<file path="config.mk">
export PLATFORM = sky130hd
export DESIGN_NAME = fbvr_ctrl
export DESIGN_NICKNAME = d
export VERILOG_FILES = /design/src/rtl/fbvr_pkg.sv /design/src/rtl/fbvr_ctrl.sv
export SDC_FILE = /design/constraint.sdc
export NUM_CORES = 1
export LEC_CHECK = 0
export BUFFER_PORTS_ARGS = -buffer_cell sky130_fd_sc_hd__buf_2
export CORE_AREA = 8 8 45 47
export DETAILED_ROUTE_END_ITERATION = 10
export DIE_AREA = 0 0 53 55
export PLACE_DENSITY = 0.86
export SYNTH_ARGS = -nofsm -noshare
export SYNTH_HDL_FRONTEND = slang
export SYNTH_SLANG_ARGS = --single-unit
</file>
<file path="constraint.sdc">
create_clock -name clk -period 5.41 [get_ports clk]
set_input_delay 1.623 -clock clk [delete_from_list [all_inputs] [get_ports clk]]
set_output_delay 1.623 -clock clk [all_outputs]
set_load 0.05 [all_outputs]
</file>
<file path="src/rtl/fbvr_pkg.sv">
`timescale 1ns / 1ps
`default_nettype none

package fbvr_pkg;

	localparam int DEF_BUFFER_DEPTH = 4096;
	localparam int DEF_WORD_WIDTH   = 64;

	localparam int ACTION_W    = 3;
	localparam int LOAD_ADDR_W = 12;
	localparam int DATA_W      = 8;
	localparam int COUNT_W     = 4;
	localparam int VALUE_W     = 64;
	localparam int STATUS_W    = 2;
	localparam int BLEN_W      = 13;
	localparam int APB_ADDR_W  = 3;
	localparam int APB_DATA_W  = 32;

	localparam logic [ACTION_W-1:0] ACT_LOAD   = 3'd0;
	localparam logic [ACTION_W-1:0] ACT_REWIND = 3'd1;
	localparam logic [ACTION_W-1:0] ACT_BITS   = 3'd2;
	localparam logic [ACTION_W-1:0] ACT_WORD   = 3'd3;
	localparam logic [ACTION_W-1:0] ACT_FILL   = 3'd4;

	localparam logic [STATUS_W-1:0] ST_OK      = 2'd0;
	localparam logic [STATUS_W-1:0] ST_DECODE  = 2'd1;
	localparam logic [STATUS_W-1:0] ST_INVALID = 2'd2;

	// Register index decoded from paddr[2].
	localparam logic REG_BUFFER_LENGTH = 1'b0;

	localparam logic [COUNT_W-1:0] GROUP_BITS   = 4'd8;
	localparam int                 GROUP_DATA_W = 7;

	typedef struct packed {
		logic                latch;
		logic                load_wr;
		logic                rewind;
		logic                init_walk;
		logic                fetch0;
		logic                fetch1;
		logic                step;
		logic                fin;
		logic [STATUS_W-1:0] fin_status;
		logic                commit;
		logic                out_load;
	} fbvr_cmd_t;

	typedef struct packed {
		logic [ACTION_W-1:0] action;
		logic                count_zero;
		logic                count_big;
		logic                at_end;
		logic                span_fail;
		logic                group_bad;
		logic                more;
		logic                filler_hit;
	} fbvr_stat_t;

endpackage

`default_nettype wire

</file>
<file path="src/rtl/fbvr_ctrl.sv">
`timescale 1ns / 1ps
`default_nettype none

module fbvr_ctrl (
	input  wire logic                clk,
	input  wire logic                arst_n,
	input  wire logic                in_valid,
	output logic                     in_ready,
	output logic                     out_valid,
	input  wire logic                out_ready,
	input  wire fbvr_pkg::fbvr_stat_t stat,
	output fbvr_pkg::fbvr_cmd_t      cmd
);

	import fbvr_pkg::*;

	typedef enum logic [5:0] {
		S_IDLE   = 6'b000001,
		S_DISP   = 6'b000010,
		S_FETCH0 = 6'b000100,
		S_FETCH1 = 6'b001000,
		S_EXEC   = 6'b010000,
		S_FIN    = 6'b100000
	} state_t;

	state_t state_q, state_d;
	logic   out_valid_q;

	assign in_ready  = (state_q == S_IDLE);
	assign out_valid = out_valid_q;

	always_comb begin
		state_d = state_q;
		cmd     = '0;
		unique case (state_q)
			S_IDLE: begin
				if (in_valid) begin
					cmd.latch = 1'b1;
					state_d   = S_DISP;
				end
			end
			S_DISP: begin
				unique case (stat.action) inside
					ACT_LOAD: begin
						cmd.load_wr    = 1'b1;
						cmd.fin        = 1'b1;
						cmd.fin_status = ST_OK;
						state_d        = S_FIN;
					end
					ACT_REWIND: begin
						cmd.rewind     = 1'b1;
						cmd.fin        = 1'b1;
						cmd.fin_status = ST_OK;
						state_d        = S_FIN;
					end
					ACT_BITS: begin
						if (stat.count_big) begin
							cmd.fin        = 1'b1;
							cmd.fin_status = ST_INVALID;
							state_d        = S_FIN;
						end else if (stat.count_zero) begin
							cmd.fin        = 1'b1;
							cmd.fin_status = ST_OK;
							state_d        = S_FIN;
						end else begin
							cmd.init_walk = 1'b1;
							state_d       = S_FETCH0;
						end
					end
					ACT_WORD, ACT_FILL: begin
						cmd.init_walk = 1'b1;
						state_d       = S_FETCH0;
					end
					default: begin
						cmd.fin        = 1'b1;
						cmd.fin_status = ST_INVALID;
						state_d        = S_FIN;
					end
				endcase
			end
			S_FETCH0: begin
				if (stat.at_end) begin
					cmd.fin        = 1'b1;
					cmd.fin_status = ST_DECODE;
					state_d        = S_FIN;
				end else begin
					cmd.fetch0 = 1'b1;
					state_d    = S_FETCH1;
				end
			end
			S_FETCH1: begin
				cmd.fetch1 = 1'b1;
				state_d    = S_EXEC;
			end
			S_EXEC: begin
				unique case (stat.action)
					ACT_BITS: begin
						cmd.fin = 1'b1;
						state_d = S_FIN;
						if (stat.span_fail) begin
							cmd.fin_status = ST_DECODE;
						end else begin
							cmd.step       = 1'b1;
							cmd.fin_status = ST_OK;
						end
					end
					ACT_WORD: begin
						if (stat.span_fail || stat.group_bad) begin
							cmd.fin        = 1'b1;
							cmd.fin_status = ST_DECODE;
							state_d        = S_FIN;
						end else begin
							cmd.step = 1'b1;
							if (stat.more) begin
								state_d = S_FETCH0;
							end else begin
								cmd.fin        = 1'b1;
								cmd.fin_status = ST_OK;
								state_d        = S_FIN;
							end
						end
					end
					ACT_FILL: begin
						cmd.step = 1'b1;
						if (stat.filler_hit) begin
							cmd.fin        = 1'b1;
							cmd.fin_status = ST_OK;
							state_d        = S_FIN;
						end else begin
							state_d = S_FETCH0;
						end
					end
					default: begin
						cmd.fin        = 1'b1;
						cmd.fin_status = ST_INVALID;
						state_d        = S_FIN;
					end
				endcase
			end
			S_FIN: begin
				// The cursor commit is idempotent, so it may repeat while the output is full.
				cmd.commit = 1'b1;
				if (!out_valid_q || out_ready) begin
					cmd.out_load = 1'b1;
					state_d      = S_IDLE;
				end
			end
			default: begin
				state_d = S_IDLE;
			end
		endcase
	end

	always_ff @(posedge clk or negedge arst_n) begin
		if (!arst_n) begin
			state_q     <= S_IDLE;
			out_valid_q <= 1'b0;
		end else begin
			state_q <= state_d;
			if (cmd.out_load) begin
				out_valid_q <= 1'b1;
			end else if (out_ready) begin
				out_valid_q <= 1'b0;
			end
		end
	end

endmodule

`default_nettype wire

</file>
==> flow_metrics.py <==
metrics = {
    "layout": {
        "regArea_um2": 176,
        "number_of_antenna_cells_inserted": 0,
        "post_layout_nonfiller_instances": 110,
        "finish.instance_area_um2": 744,
        "final_net_count": 109,
        "post_route_cells_drive_above_1_share": 0.426,
        "multiInputGateArea_um2": 379,
        "n_fill_cell": 136,
        "layout-area-overhead-vs-synth_pct": 30.5,
        "core_util_final": 0.538,
    },
    "critical_path": {
        "path_delay_family": "simple AND/OR/NAND/NOR gates",
        "end_kind": "output pin",
        "classification_of_the_worst_setup_path": "in2out",
        "critical-path-slowest-cell": "sky130_fd_sc_hd__nor3b_1",
        "cp_slowest_stage_delay_ns": 0.35,
        "cp_data_arrival_time_ns": 2.68,
        "rr_endpoint": "state_q[5]",
        "reg2reg_setup_slack_ns": 3.67,
        "critical_path.reg2reg.startpoint": "state_q[2]",
        "critPathLaunchType": "input pin",
        "worstRegToRegCells": 4,
        "crit_path_max_fo": 6,
        "critical_path.cell_chain": "buf_2 -> nor3b_1 -> a22oi_1 -> nand2_1 -> nand3_1 -> buf_2",
        "path_common_cell": "sky130_fd_sc_hd__buf_2",
        "worst-path-buf-inv": 2,
        "timing.critical_path.required_ns": 3.79,
    },
    "clock_network": {
        "cts_hold_buf": 0,
        "clk_latency_ns": 0.26,
        "path_clk_slew_ns": 0.06,
        "cts.path.max_buffers": 2,
        "htreeDepth": 1,
        "root_buffer": "sky130_fd_sc_hd__clkbuf_4",
        "cts_inserted_buffers": 3,
        "post_cts.repair.setup_buffers": 0,
        "clock_tree_from_tritoncts": "built",
        "cts_repair_resize_count": 0,
        "cts.sink_count": 7,
    },
    "worst_hold_path": {
        "holdPathStages": 1,
        "worstHoldPathType": "reg2reg",
        "hold_start": "state_q[2]",
        "min_to": "state_q[4]",
    },
    "global_routing": {
        "first_global_vias": 617,
        "grt_max_degree": 11,
        "grt-ovfl-total": 0,
        "initial_antenna_violation_count": 0,
        "track_usage": 0.107,
        "grt_first_pass_wirelength_um": 2380,
    },
    "synth": {
        "netlist_area_um2": 571,
        "syn-num-nets": 78,
        "synth_edf_count": 0,
        "netlist_top_cells_area": "sky130_fd_sc_hd__dfrtp_1 (26%), sky130_fd_sc_hd__nor3b_1 (5.3%), sky130_fd_sc_hd__dfstp_2 (4.6%)",
        "synth.distinct_cells": 35,
        "synthesis.area_per_instance_um2": 8.91,
        "netlist.top_cell.by_area": "sky130_fd_sc_hd__dfrtp_1",
        "synthArstFlopShare": 1.00,
        "synth_warnings": 0,
        "yosys_register_bits": 7,
        "netlist_instances": 64,
        "yosys.area.top_type_share": 0.263,
        "seq_area_frac_synth": 0.309,
        "synthFlopType": "sky130_fd_sc_hd__dfrtp_1",
    },
    "sta": {
        "period_minus_slack_ns": 4.30,
        "setup-tns-final_ns": 0,
        "fin_ws_ns": 1.11,
        "hold-worst-slack_ns": 0.621,
        "fin_worst_skew_ns": 0.00621,
        "grt_setup_unrepaired": "false",
        "crit_share_post_route": 0.795,
        "max_freq_ghz": 0.232,
        "report.final.setup_viol": 0,
        "timing_hold_violations_final": 0,
        "worstMarginPinSlew_ns": 0.380,
        "timing.max_slew.rel_slack": 0.740,
        "final_max_slew_viols": 0,
    },
    "floorplanning": {
        "design.die.area_um2": 2920,
        "core-area_um2": 1380,
        "ioPinCount": 28,
        "starting_density_of_the_core": 0.412,
        "die_y_um": 55,
        "rows": 14,
        "chip_width_um": 53,
    },
    "route": {
        "route.detailed.wl_per_inst_um": 13.2,
        "finalWirelength_um": 1450,
        "detail_route.drc_violations": 0,
        "num_vias": 596,
        "drt_pre_antenna_iters": 4,
        "initialDrtViolationCount": 10,
        "route.detailed.vias_per_inst": 5.42,
        "detail-route-antenna-nets": 0,
    },
    "power": {
        "net_switching_fraction_of_the_power": 0.472,
        "cellLeakagePower_nw": 0.375,
        "vdd_ir_drop_max_mv": 0.181,
        "power_density_nw_per_um2": 367,
        "comb_power_share": 0.541,
        "intPower_uw": 144,
        "power.clock.fraction": 0.179,
        "total_power_uw": 273,
        "sequentialPowerShare": 0.279,
        "p_sw_uw": 129,
    },
    "placed_design": {
        "numPlacedInstances": 106,
        "hpwl_um": 1240,
        "place_ws_ns": 1.11,
        "io_buffer_count": 27,
        "placed_cell_area_um2": 718,
        "gpl.final_weighted_congestion": 0.710,
    },
    "status": {
        "run_status": "complete, no violations",
    },
    "run": {
        "timing.max_cap.violations": 0,
    },
}
how the worst max path moves through the flow:
stage | start | end | cells after the start
global placement | stat[7] | cmd[4] | 6
CTS | stat[7] | cmd[4] | 6
detailed placement | stat[7] | cmd[4] | 6
floorplan | stat[8] | cmd[9] | 1
finish | stat[9] | cmd[4] | 6
global route | stat[9] | cmd[4] | 6
final cells by class:
class,count,area share
Multi-Input combinational cell,54,0.509
Sequential cell,7,0.237
Timing Repair Buffer,27,0.182
Clock buffer,4,0.0353
Tap cell,16,0.0269
Inverter,2,0.0101
registers in the layout, summed over array words and instances (netlist names):
signal	count
state_q	6
out_valid	1
cells in the final DEF (no fill, tap or decap), types with 2 or more instances in the layout:
cell type                  instances
sky130_fd_sc_hd__buf_2            27
sky130_fd_sc_hd__dfrtp_1           6
sky130_fd_sc_hd__nand2b_1          4
sky130_fd_sc_hd__nor3b_1           4
sky130_fd_sc_hd__nor2_1            4
sky130_fd_sc_hd__nand2_1           4
sky130_fd_sc_hd__nor2b_1           3
sky130_fd_sc_hd__nor4b_1           3
sky130_fd_sc_hd__a21oi_1           3
sky130_fd_sc_hd__clkbuf_4          3
sky130_fd_sc_hd__or4_4             2
sky130_fd_sc_hd__o21bai_1          2
sky130_fd_sc_hd__and2b_2           2
sky130_fd_sc_hd__inv_1             2
sky130_fd_sc_hd__nand4_1           2
sky130_fd_sc_hd__and2_1            2
power groups by stage:
stage | clock network [mW] | registers (mW) | logic, mW
after global placement | 0 | 0.0761 | 0.146
after global routing | 0.0530 | 0.0780 | 0.158
after detailed placement | 0 | 0.0768 | 0.148
after CTS | 0.0501 | 0.0762 | 0.149
after floorplan | 0 | 0.0788 | 0.113
final | 0.0490 | 0.0762 | 0.148
synthesized netlist by cell type, types with 2 or more instances:
cell type	instances
sky130_fd_sc_hd__nor2b_1	3
sky130_fd_sc_hd__a21oi_1	3
sky130_fd_sc_hd__nor3b_1	4
sky130_fd_sc_hd__nand2_1	4
sky130_fd_sc_hd__dfrtp_1	6
sky130_fd_sc_hd__and2b_2	2
sky130_fd_sc_hd__o21bai_1	2
sky130_fd_sc_hd__nor2_1	4
sky130_fd_sc_hd__inv_1	2
sky130_fd_sc_hd__and2_1	2
sky130_fd_sc_hd__nand2b_1	4
sky130_fd_sc_hd__or4_4	2
sky130_fd_sc_hd__nand4_1	2
sky130_fd_sc_hd__nor4b_1	3
worst register-to-register path, stage by stage, from the launching register on:
cell                      delay (ns)
sky130_fd_sc_hd__dfrtp_1        0.46
sky130_fd_sc_hd__or4_4          0.58
sky130_fd_sc_hd__or2_4          0.29
sky130_fd_sc_hd__or2_1          0.24
sky130_fd_sc_hd__nand4_1        0.10
cells by family after synthesis:
| logic type | share of synthesized area |
|---|---|
| AOI/OAI and AO/OA | 0.149 |
| xor gates and xnor gates | 0.0154 |
| buffers and inverters | 0.0263 |
| DFF | 0.309 |
| muxes | 0.0175 |
| and+or+nand+nor | 0.482 |
routing by layer:
metal / share of wire / track usage / vias up / routed length, um
met5: 0 / 0 / - / 0
met4: 0.011 / 0.0388 / 0 / 16
met3: 0.096 / 0.0508 / 2 / 139
met2: 0.47 / 0.191 / 28 / 683
met1: 0.42 / 0.105 / 264 / 614
li1: - / - / 302 / -
(Power assumes the default switching activity.)
